==> src/rtl/dcd_pkg.sv <==
// ----------------------------------------------------------------------------
// dcd_pkg
// Shared constants, types and helpers of the directed cycle detector.
// ----------------------------------------------------------------------------
package dcd_pkg;

    localparam int MAX_NODES = 64;
    localparam int NODE_W    = $clog2(MAX_NODES);
    localparam int DEPTH_W   = NODE_W + 1;
    localparam int CNT_W     = 7;

    localparam logic       ACT_LOAD  = 1'b0;
    localparam logic       ACT_CHECK = 1'b1;
    localparam logic [CNT_W-1:0] NODE_COUNT_RST = CNT_W'(MAX_NODES);

    typedef logic [MAX_NODES-1:0] t_row;
    typedef logic [NODE_W-1:0]    t_node;

    // Write request into the adjacency store: set bit col of row row.
    typedef struct packed {
        logic  en;
        t_node row;
        t_node col;
    } t_adj_wr;

    // Status from the walk sequencer back to the top level.
    typedef struct packed {
        logic done;
        logic found;
    } t_walk_stat;

    // Index of the lowest set bit; zero when no bit is set.
    function automatic t_node lowest_set(input t_row v);
        t_node idx;
        idx = '0;
        for (int k = MAX_NODES - 1; k >= 0; k--) begin
            if (v[k]) begin
                idx = t_node'(k);
            end
        end
        return idx;
    endfunction

endpackage

==> src/rtl/dcd_walk.sv <==
// ----------------------------------------------------------------------------
// dcd_walk
// Depth-first walk sequencer: node stack, visited and on-path marks, and one
// shared lowest-bit unit that picks the next unvisited neighbor.
// ----------------------------------------------------------------------------
module dcd_walk
    import dcd_pkg::*;
(
    input  logic       i_clk,
    input  logic       i_rst_n,
    input  logic       i_start,
    input  t_row       i_lim_mask,
    input  t_row       i_row_data,
    output t_node      o_rd_row,
    output t_walk_stat o_stat
);

    typedef enum logic [1:0] {
        W_IDLE,
        W_FETCH,
        W_EVAL,
        W_POP
    } t_wstate;

    t_wstate            r_state, n_state;
    t_row               r_visited, n_visited;
    t_row               r_on_path, n_on_path;
    logic [DEPTH_W-1:0] r_depth, n_depth;
    t_node              r_top, n_top;
    logic               r_found, n_found;
    logic               r_done, n_done;

    t_node              r_stack [MAX_NODES];
    t_node              r_stack_q;
    logic               w_push_en;
    t_node              w_push_idx;
    t_node              w_push_val;
    t_node              w_pop_idx;

    t_row               w_nbrs;
    t_row               w_cand;
    t_node              w_next;
    t_row               w_next_bit;
    logic               w_back;

    assign w_nbrs     = i_row_data & i_lim_mask;
    assign w_cand     = w_nbrs & ~r_visited;
    assign w_next     = lowest_set(w_cand);
    assign w_next_bit = t_row'(1) << w_next;
    // Any neighbor on the current path, the node itself included, closes a
    // cycle; the path is the same every time this node is at the top.
    assign w_back     = |(w_nbrs & r_on_path);
    // Entry below the current top, read ahead for a pop.
    assign w_pop_idx  = r_depth[NODE_W-1:0] - t_node'(2);

    always_comb begin
        n_state    = r_state;
        n_visited  = r_visited;
        n_on_path  = r_on_path;
        n_depth    = r_depth;
        n_top      = r_top;
        n_found    = r_found;
        n_done     = 1'b0;
        w_push_en  = 1'b0;
        w_push_idx = r_depth[NODE_W-1:0];
        w_push_val = w_next;
        unique case (r_state)
            W_IDLE: begin
                if (i_start) begin
                    n_visited  = t_row'(1);
                    n_on_path  = t_row'(1);
                    n_depth    = DEPTH_W'(1);
                    n_top      = '0;
                    n_found    = 1'b0;
                    w_push_en  = 1'b1;
                    w_push_idx = '0;
                    w_push_val = '0;
                    n_state    = W_FETCH;
                end
            end
            W_FETCH: begin
                n_state = W_EVAL;
            end
            W_EVAL: begin
                n_found = r_found | w_back;
                if (|w_cand) begin
                    n_visited = r_visited | w_next_bit;
                    n_on_path = r_on_path | w_next_bit;
                    w_push_en = 1'b1;
                    n_depth   = r_depth + DEPTH_W'(1);
                    n_top     = w_next;
                    n_state   = W_FETCH;
                end else begin
                    n_on_path = r_on_path & ~(t_row'(1) << r_top);
                    n_depth   = r_depth - DEPTH_W'(1);
                    if (r_depth == DEPTH_W'(1)) begin
                        n_done  = 1'b1;
                        n_state = W_IDLE;
                    end else begin
                        n_state = W_POP;
                    end
                end
            end
            W_POP: begin
                n_top   = r_stack_q;
                n_state = W_FETCH;
            end
            default: n_state = W_IDLE;
        endcase
    end

    always_ff @(posedge i_clk) begin
        if (!i_rst_n) begin
            r_state   <= W_IDLE;
            r_visited <= '0;
            r_on_path <= '0;
            r_depth   <= '0;
            r_top     <= '0;
            r_found   <= 1'b0;
            r_done    <= 1'b0;
        end else begin
            r_state   <= n_state;
            r_visited <= n_visited;
            r_on_path <= n_on_path;
            r_depth   <= n_depth;
            r_top     <= n_top;
            r_found   <= n_found;
            r_done    <= n_done;
        end
    end

    always_ff @(posedge i_clk) begin
        if (w_push_en) begin
            r_stack[w_push_idx] <= w_push_val;
        end
        r_stack_q <= r_stack[w_pop_idx];
    end

    assign o_rd_row     = r_top;
    assign o_stat.done  = r_done;
    assign o_stat.found = r_found;

endmodule

==> config.mk <==
export PLATFORM = sky130hd
export DESIGN_NAME = dcd_walk
export DESIGN_NICKNAME = d
export VERILOG_FILES = /design/src/rtl/dcd_pkg.sv /design/src/rtl/dcd_walk.sv
export SDC_FILE = /design/constraint.sdc
export NUM_CORES = 1
export LEC_CHECK = 0
export BUFFER_PORTS_ARGS = -buffer_cell sky130_fd_sc_hd__buf_2
export CELL_PAD_IN_SITES_DETAIL_PLACEMENT = 0
export CELL_PAD_IN_SITES_GLOBAL_PLACEMENT = 1
export CORE_UTILIZATION = 45
export CTS_CLUSTER_SIZE = 20
export DETAILED_ROUTE_END_ITERATION = 6
export PLACE_DENSITY_LB_ADDON = 0.3
export SLEW_MARGIN = 10
export SYNTH_ARGS = -nofsm -noshare
export SYNTH_HDL_FRONTEND = slang
export SYNTH_SLANG_ARGS = --single-unit
==> constraint.sdc <==
create_clock -name i_clk -period 5.2 [get_ports i_clk]
set_input_delay 0.52 -clock i_clk [delete_from_list [all_inputs] [get_ports i_clk]]
set_output_delay 0.52 -clock i_clk [all_outputs]
set_load 0.03 [all_outputs]
Yosys cells after proc, flatten, opt, wreduce, memory -nomap -nowiden
Memory sizes are Yosys's and may differ from the RTL's. A register that Yosys moved wholly into a read port is not among the register bits.
Cells that the tools add are included.
{ "word_totals": {"inputBits": 131, "output_inout_bits": 8, "mem_bits_rw": 384, "register_bits": 145, "memories": 1} }
{ "mem_list": {"columns": ["memory", "depth", "word_bits", "rd", "rd_ports_with_merged_regs", "wr", "line_no", "text"], "rows": [
  ["r_stack", 64, 6, 1, 1, 1, "dcd_walk.sv:33", "t_node r_stack [MAX_NODES];"]
]} }
{ "classes": {"add_sub_neg": 3, "eq_ne": 6, "n_mux": 91, "shifts": 2, "n_reduce_logical": 9, "n_bitwise": 11} }
{ "ops": {"columns": ["cell", "n"], "rows": [
  ["two-way mux 6 bit", 70],
  ["AND 64 bit", 4],
  ["one-hot mux 64 bit (2 select lines)", 2],
  ["two-way mux 64 bit", 3],
  ["NOT 64 bit", 2],
  ["OR 64 bit", 2],
  ["OR reduction 64 bit", 2],
  ["left shift 1 x 6 -> 64 bit (first input constant)", 2],
  ["OR reduction 66 bit", 1],
  ["one-hot mux 6 bit (3 select lines)", 1],
  ["two-way mux 7 bit", 2],
  ["one-hot mux 7 bit (2 select lines)", 1],
  ["one-hot mux 2 bit (4 select lines)", 1],
  ["adder 7 x 1 -> 7 bit (second input constant)", 1],
  ["equality test 7 x 1 -> 1 bit (second input constant)", 1],
  ["subtractor 7 x 1 -> 7 bit (second input constant)", 1],
  ["two-way mux 1 bit", 6],
  ["two-way mux 2 bit", 3],
  ["AND reduction 3 bit", 2],
  ["subtractor 6 x 2 -> 6 bit (second input constant)", 1],
  ["equality test 2 bit (second input constant)", 2],
  ["inequality test 2 bit (second input constant)", 2],
  ["one-hot mux 1 bit (2 select lines)", 2],
  ["nonzero test 3 bit", 1],
  ["other kinds (6)", 7]
]} }

Logic depth before layout (Yosys ltp)
{ "logic_depth": {"word_depth": 70, "mapped_depth": 11, "mapped_depth_nobuf": 9} }

Least setup slack after synthesis
No wires, ideal clock.
{ "synth_timing": {"path_kind": "input port to flip-flop", "from": "input i_row_data[25]", "to": "memory r_stack[0][2] (netlist bit), data pin", "setup_time_ns": 0.500, "slack_ns": 0.995, "path_stages": 7, "t_arrival_ns": 3.705, "cell_sequence": "and3b_4 > or4b_4 > a2111oi_4 > a21oi_1 > or3_1 > buf_6 > nor2_1"} }
{ "synth_via": {"elab_chain_len": 30} }
{ "synth_lines": {"columns": ["element", "line_no", "text"], "rows": [
  ["start: declaration", "dcd_walk.sv:13", "input t_row i_row_data,"],
  ["AND 64 bit (*)", "dcd_walk.sv:46", "assign w_nbrs = i_row_data & i_lim_mask;"],
  ["AND 64 bit (*)", "dcd_walk.sv:47", "assign w_cand = w_nbrs & ~r_visited;"],
  ["two-way mux 6 bit (*) (26 in series)", "dcd_pkg.sv:37", "if (v[k]) begin"],
  ["two-way mux 6 bit", "dcd_walk.sv:69", "if (i_start) begin"],
  ["two-way mux 6 bit (*)", "dcd_walk.sv:67", "unique case (r_state)"],
  ["via w_push_val[2]", "dcd_walk.sv:37", "t_node w_push_val;"],
  ["end: declaration", "dcd_walk.sv:33", null]
]} }
The timed path passes the listed nets; every way through them passes the cells marked *.

Worst setup path in the final report
{ "layout_timing": {"from": "register r_visited[30]", "to": "register r_visited[39]"} }
{ "layout_via": {"elab_chain_len": 37, "word_cells_on_any_way": 40, "classes_between": "1 x eq/ne; 1 x shift; 33 x mux; 3 x bitwise; 2 x reduce/logical"} }
{ "layout_lines": {"columns": ["element", "line_no", "text"], "rows": [
  ["start: declaration", "dcd_walk.sv:26", "t_row r_visited, n_visited;"],
  ["start signal: assignment", "dcd_walk.sv:123", "r_visited <= n_visited;"],
  ["NOT 64 bit (*)", "dcd_walk.sv:47", null],
  ["AND 64 bit (*)", "dcd_walk.sv:47", null],
  ["two-way mux 6 bit (31 in series)", "dcd_pkg.sv:37", null],
  ["left shift 1 x 6 -> 64 bit", "dcd_walk.sv:49", "assign w_next_bit = t_row'(1) << w_next;"],
  ["OR 64 bit", "dcd_walk.sv:87", "n_visited = r_visited | w_next_bit;"],
  ["two-way mux 64 bit", "dcd_walk.sv:86", "if (|w_cand) begin"],
  ["one-hot mux 64 bit (2 select lines)", "dcd_walk.sv:67", null]
]} }
Mark *: on every way between the ends. The rest lies on a longest branch, timed or not. The select of a mux whose other input is x is not followed.
A chain may end at the register's enable or synchronous reset.

==> reports/metrics.yaml <==
hold_class: "in -> reg"
ios: 139
place_area_mm2: 0.0249
slew_viol_final: 0
path_class: "reg -> reg"
htree_levels: 2
die-area_mm2: 0.0529
fin_skew_ns: 0.0258
grt_first_pass_wirelength_um: 105000
yosysSeqAreaShare_pct: 62.2
path_buf_inv: 0
num_rows: 83
clkTransAtPathRegs_ns: 0.06
max_stage_delay_ns: 0.89
final_nets: 2024
fin_crit_sh_pct: 76.0
yosysWarnings: 0
synth-edff-count: 384
grtUsageTotal_pct: 26.7
post-cts-setup-buffers: 0
syn_inst: 1748
hold_buffers: 0
slew_headroom_pct: 10.1
fin_setup_tns_ns: 0
diodes: 0
grt_max_degree: 76
vdd_drop_max_mv: 0.250
antenna_found_initial: 2
syn_area_mm2: 0.0234
clock_sinks: 535
place.port_buffers: 138
fin_util_pct: 52.1
fillers: 4393
layout-drive-gt1-share_pct: 21.7
status: "finished clean"
cp_slowest_cell: "o31ai_4"
die_x_um: 230
grt_pass1_vias: 15901
cts_tree: "built"
syn2layout_area_growth_pct: 14.3
cts_buffer_depth: 3
die_h_um: 230
crit_chain: "and3b_1 -> or4_1 -> nor4_1 -> a211oi_1 -> o31ai_4 -> nor4b_4 -> nand2_2 -> o31ai_1"
rsz0062_at_grt: "no"
clock.fmax_mhz: 253
core-area_mm2: 0.0513
async_reset_ff_share_pct: 0
grt_overflow_total: 0
cts_resized: 0
hold_violations: 0
wl_um: 70400
place_congestion: 0.988
synthFlopType: "edfxtp_1"
synth_nets: 1889
cp_max_fo: 15
first_pass_iters: 5
drcViolationCount: 0
start_kind: "flop"
setup_viol: 0
ant_nets: 0
cts-buffers-inserted: 54
syn_avg_cell_area_um2: 13.4
hpwl_um: 49400
vias_per_cell: 6.22
drt_iter0_drc: 1894
p_leak_uw: 0.00863
ys_ff_latch: 535
fin_area_mm2: 0.0267
worstPathArrival_ns: 4.46
cts-root-buf: "clkbuf_16"
required_ns: 5.70
worst_pin_slew_ns: 1.33
cp_top_family: "simple AND/OR/NAND/NOR gates"
power_density_mw_per_mm2: 351
max_cap_viol_count: 0
fin_crit_ns: 3.95
clk_latency_ns: 0.60
synth_cell_types: 80
cp-end-kind: "flop"
avgRoutedWirePerCell_um: 27.0
vias: 16229
start_util_pct: 45.6
[flip-flops by register name, summed over array words and instances (netlist names)]
register	count
r_depth	7
r_state	2
r_done	1
r_found	1
r_stack_q	6
r_visited	64
r_stack	384
o_rd_row	6
r_on_path	64
[worst reg2reg max path, delay by kind of cell (launching register included)]
family             cells  cell delay [ns]
DFF                    1             0.43
AOI/OAI and AO/OA      3             1.41
and+or+nand+nor        5             2.01
[cells in the mapped netlist, types with 6 or more instances]
cell      count  area share (%)
o21ai_0     105             2.2
nor2_1      141             2.3
edfxtp_1    384              49
clkbuf_1     78             1.3
o211ai_1     22            0.71
nand3_1     118             2.5
nor4_1       12            0.32
nand2b_1      8            0.21
inv_1        16            0.26
o31ai_1      17            0.55
o21ai_1      14            0.30
and3_1        6            0.16
nor3_1       20            0.43
dfxtp_1     151              13
a31oi_1      28            0.75
nor2b_1      11            0.29
nand3b_1     46             1.5
ha_1         10            0.54
nand4_1      34            0.91
buf_1        10            0.16
mux4_2      120              12
nand2_1     131             2.1
a21oi_1      81             1.7
and3b_1      33             1.2
a211oi_1     18            0.58
o22ai_1       9            0.24
and4_1        7            0.26
mux2i_1       6            0.26
[per-stage QoR]
step                      hold slack, ns  cells  worst slack (ns)  power [µW]
after floorplan                    0.416   1748             0.995        5190
after global placement             0.427   2507              1.18        5510
after detailed placement           0.438   2507              1.14        5510
after CTS                          0.247   2608              1.39        9400
after global routing               0.291   2608              1.07        9640
final                              0.284   2608              1.25        9370
[area by class of cell]
cell class / instances / area, µm² / share of cell area [%]
clock buffer: 72 / 1480 / 5.54
clock inverter: 29 / 307 / 1.15
inverter: 16 / 60.1 / 0.225
multi-input combinational: 1098 / 8460 / 31.7
sequential: 535 / 14600 / 54.5
tap: 680 / 851 / 3.18
timing repair buffer: 178 / 1000 / 3.76
[where the power goes]
part	internal (µW)	switching (µW)
sequential	4600	53.0
clock	2300	1640
combinational	256	531
[metal layers]
layer / up-vias / global-route usage [%] / wire length [µm]
li1: 7162 / - / -
met1: 8119 / 36.1 / 28400
met2: 787 / 42.4 / 33200
met3: 157 / 4.74 / 5620
met4: 4 / 11.6 / 3120
met5: - / 0 / 28
[cell families after synthesis]
group / Yosys count / share of synthesized area, %
adder cells (fa/ha/maj): 10 / 0.535
XOR/XNOR: 9 / 0.337
AND/OR/NAND/NOR: 606 / 13.9
AO/OA/AOI/OAI: 347 / 9.20
flip-flops: 535 / 62.2
buffers and inverters: 115 / 2.00
multiplexers: 126 / 11.8
[placed cells by master (no fill, tap or decap), types with 33 or more instances in the layout]
cell type    n
nand3b_1    46
nand4_1     34
buf_4       39
nand3_1    118
clkbuf_16   55
nand2_1    131
buf_2      138
and3b_1     33
mux4_2     120
nor2_1     135
dfxtp_1    149
a21oi_1     79
o21ai_0    105
edfxtp_1   384
[path summary, 6_finish.rpt]
| kind | start | endpoint | slack [ns] | cells after the start |
|---|---|---|---|---|
| worst min-delay path | i_start | r_state[1] | 0.28 | 4 |
| worst min register to register | r_visited[52] | r_visited[52] | 0.44 | 2 |
| worst max register to register | r_visited[30] | r_visited[39] | 1.25 | 8 |
| worst max-delay path | r_visited[30] | r_visited[39] | 1.25 | 8 |
Note: power is estimated with default switching activity, not from simulation.
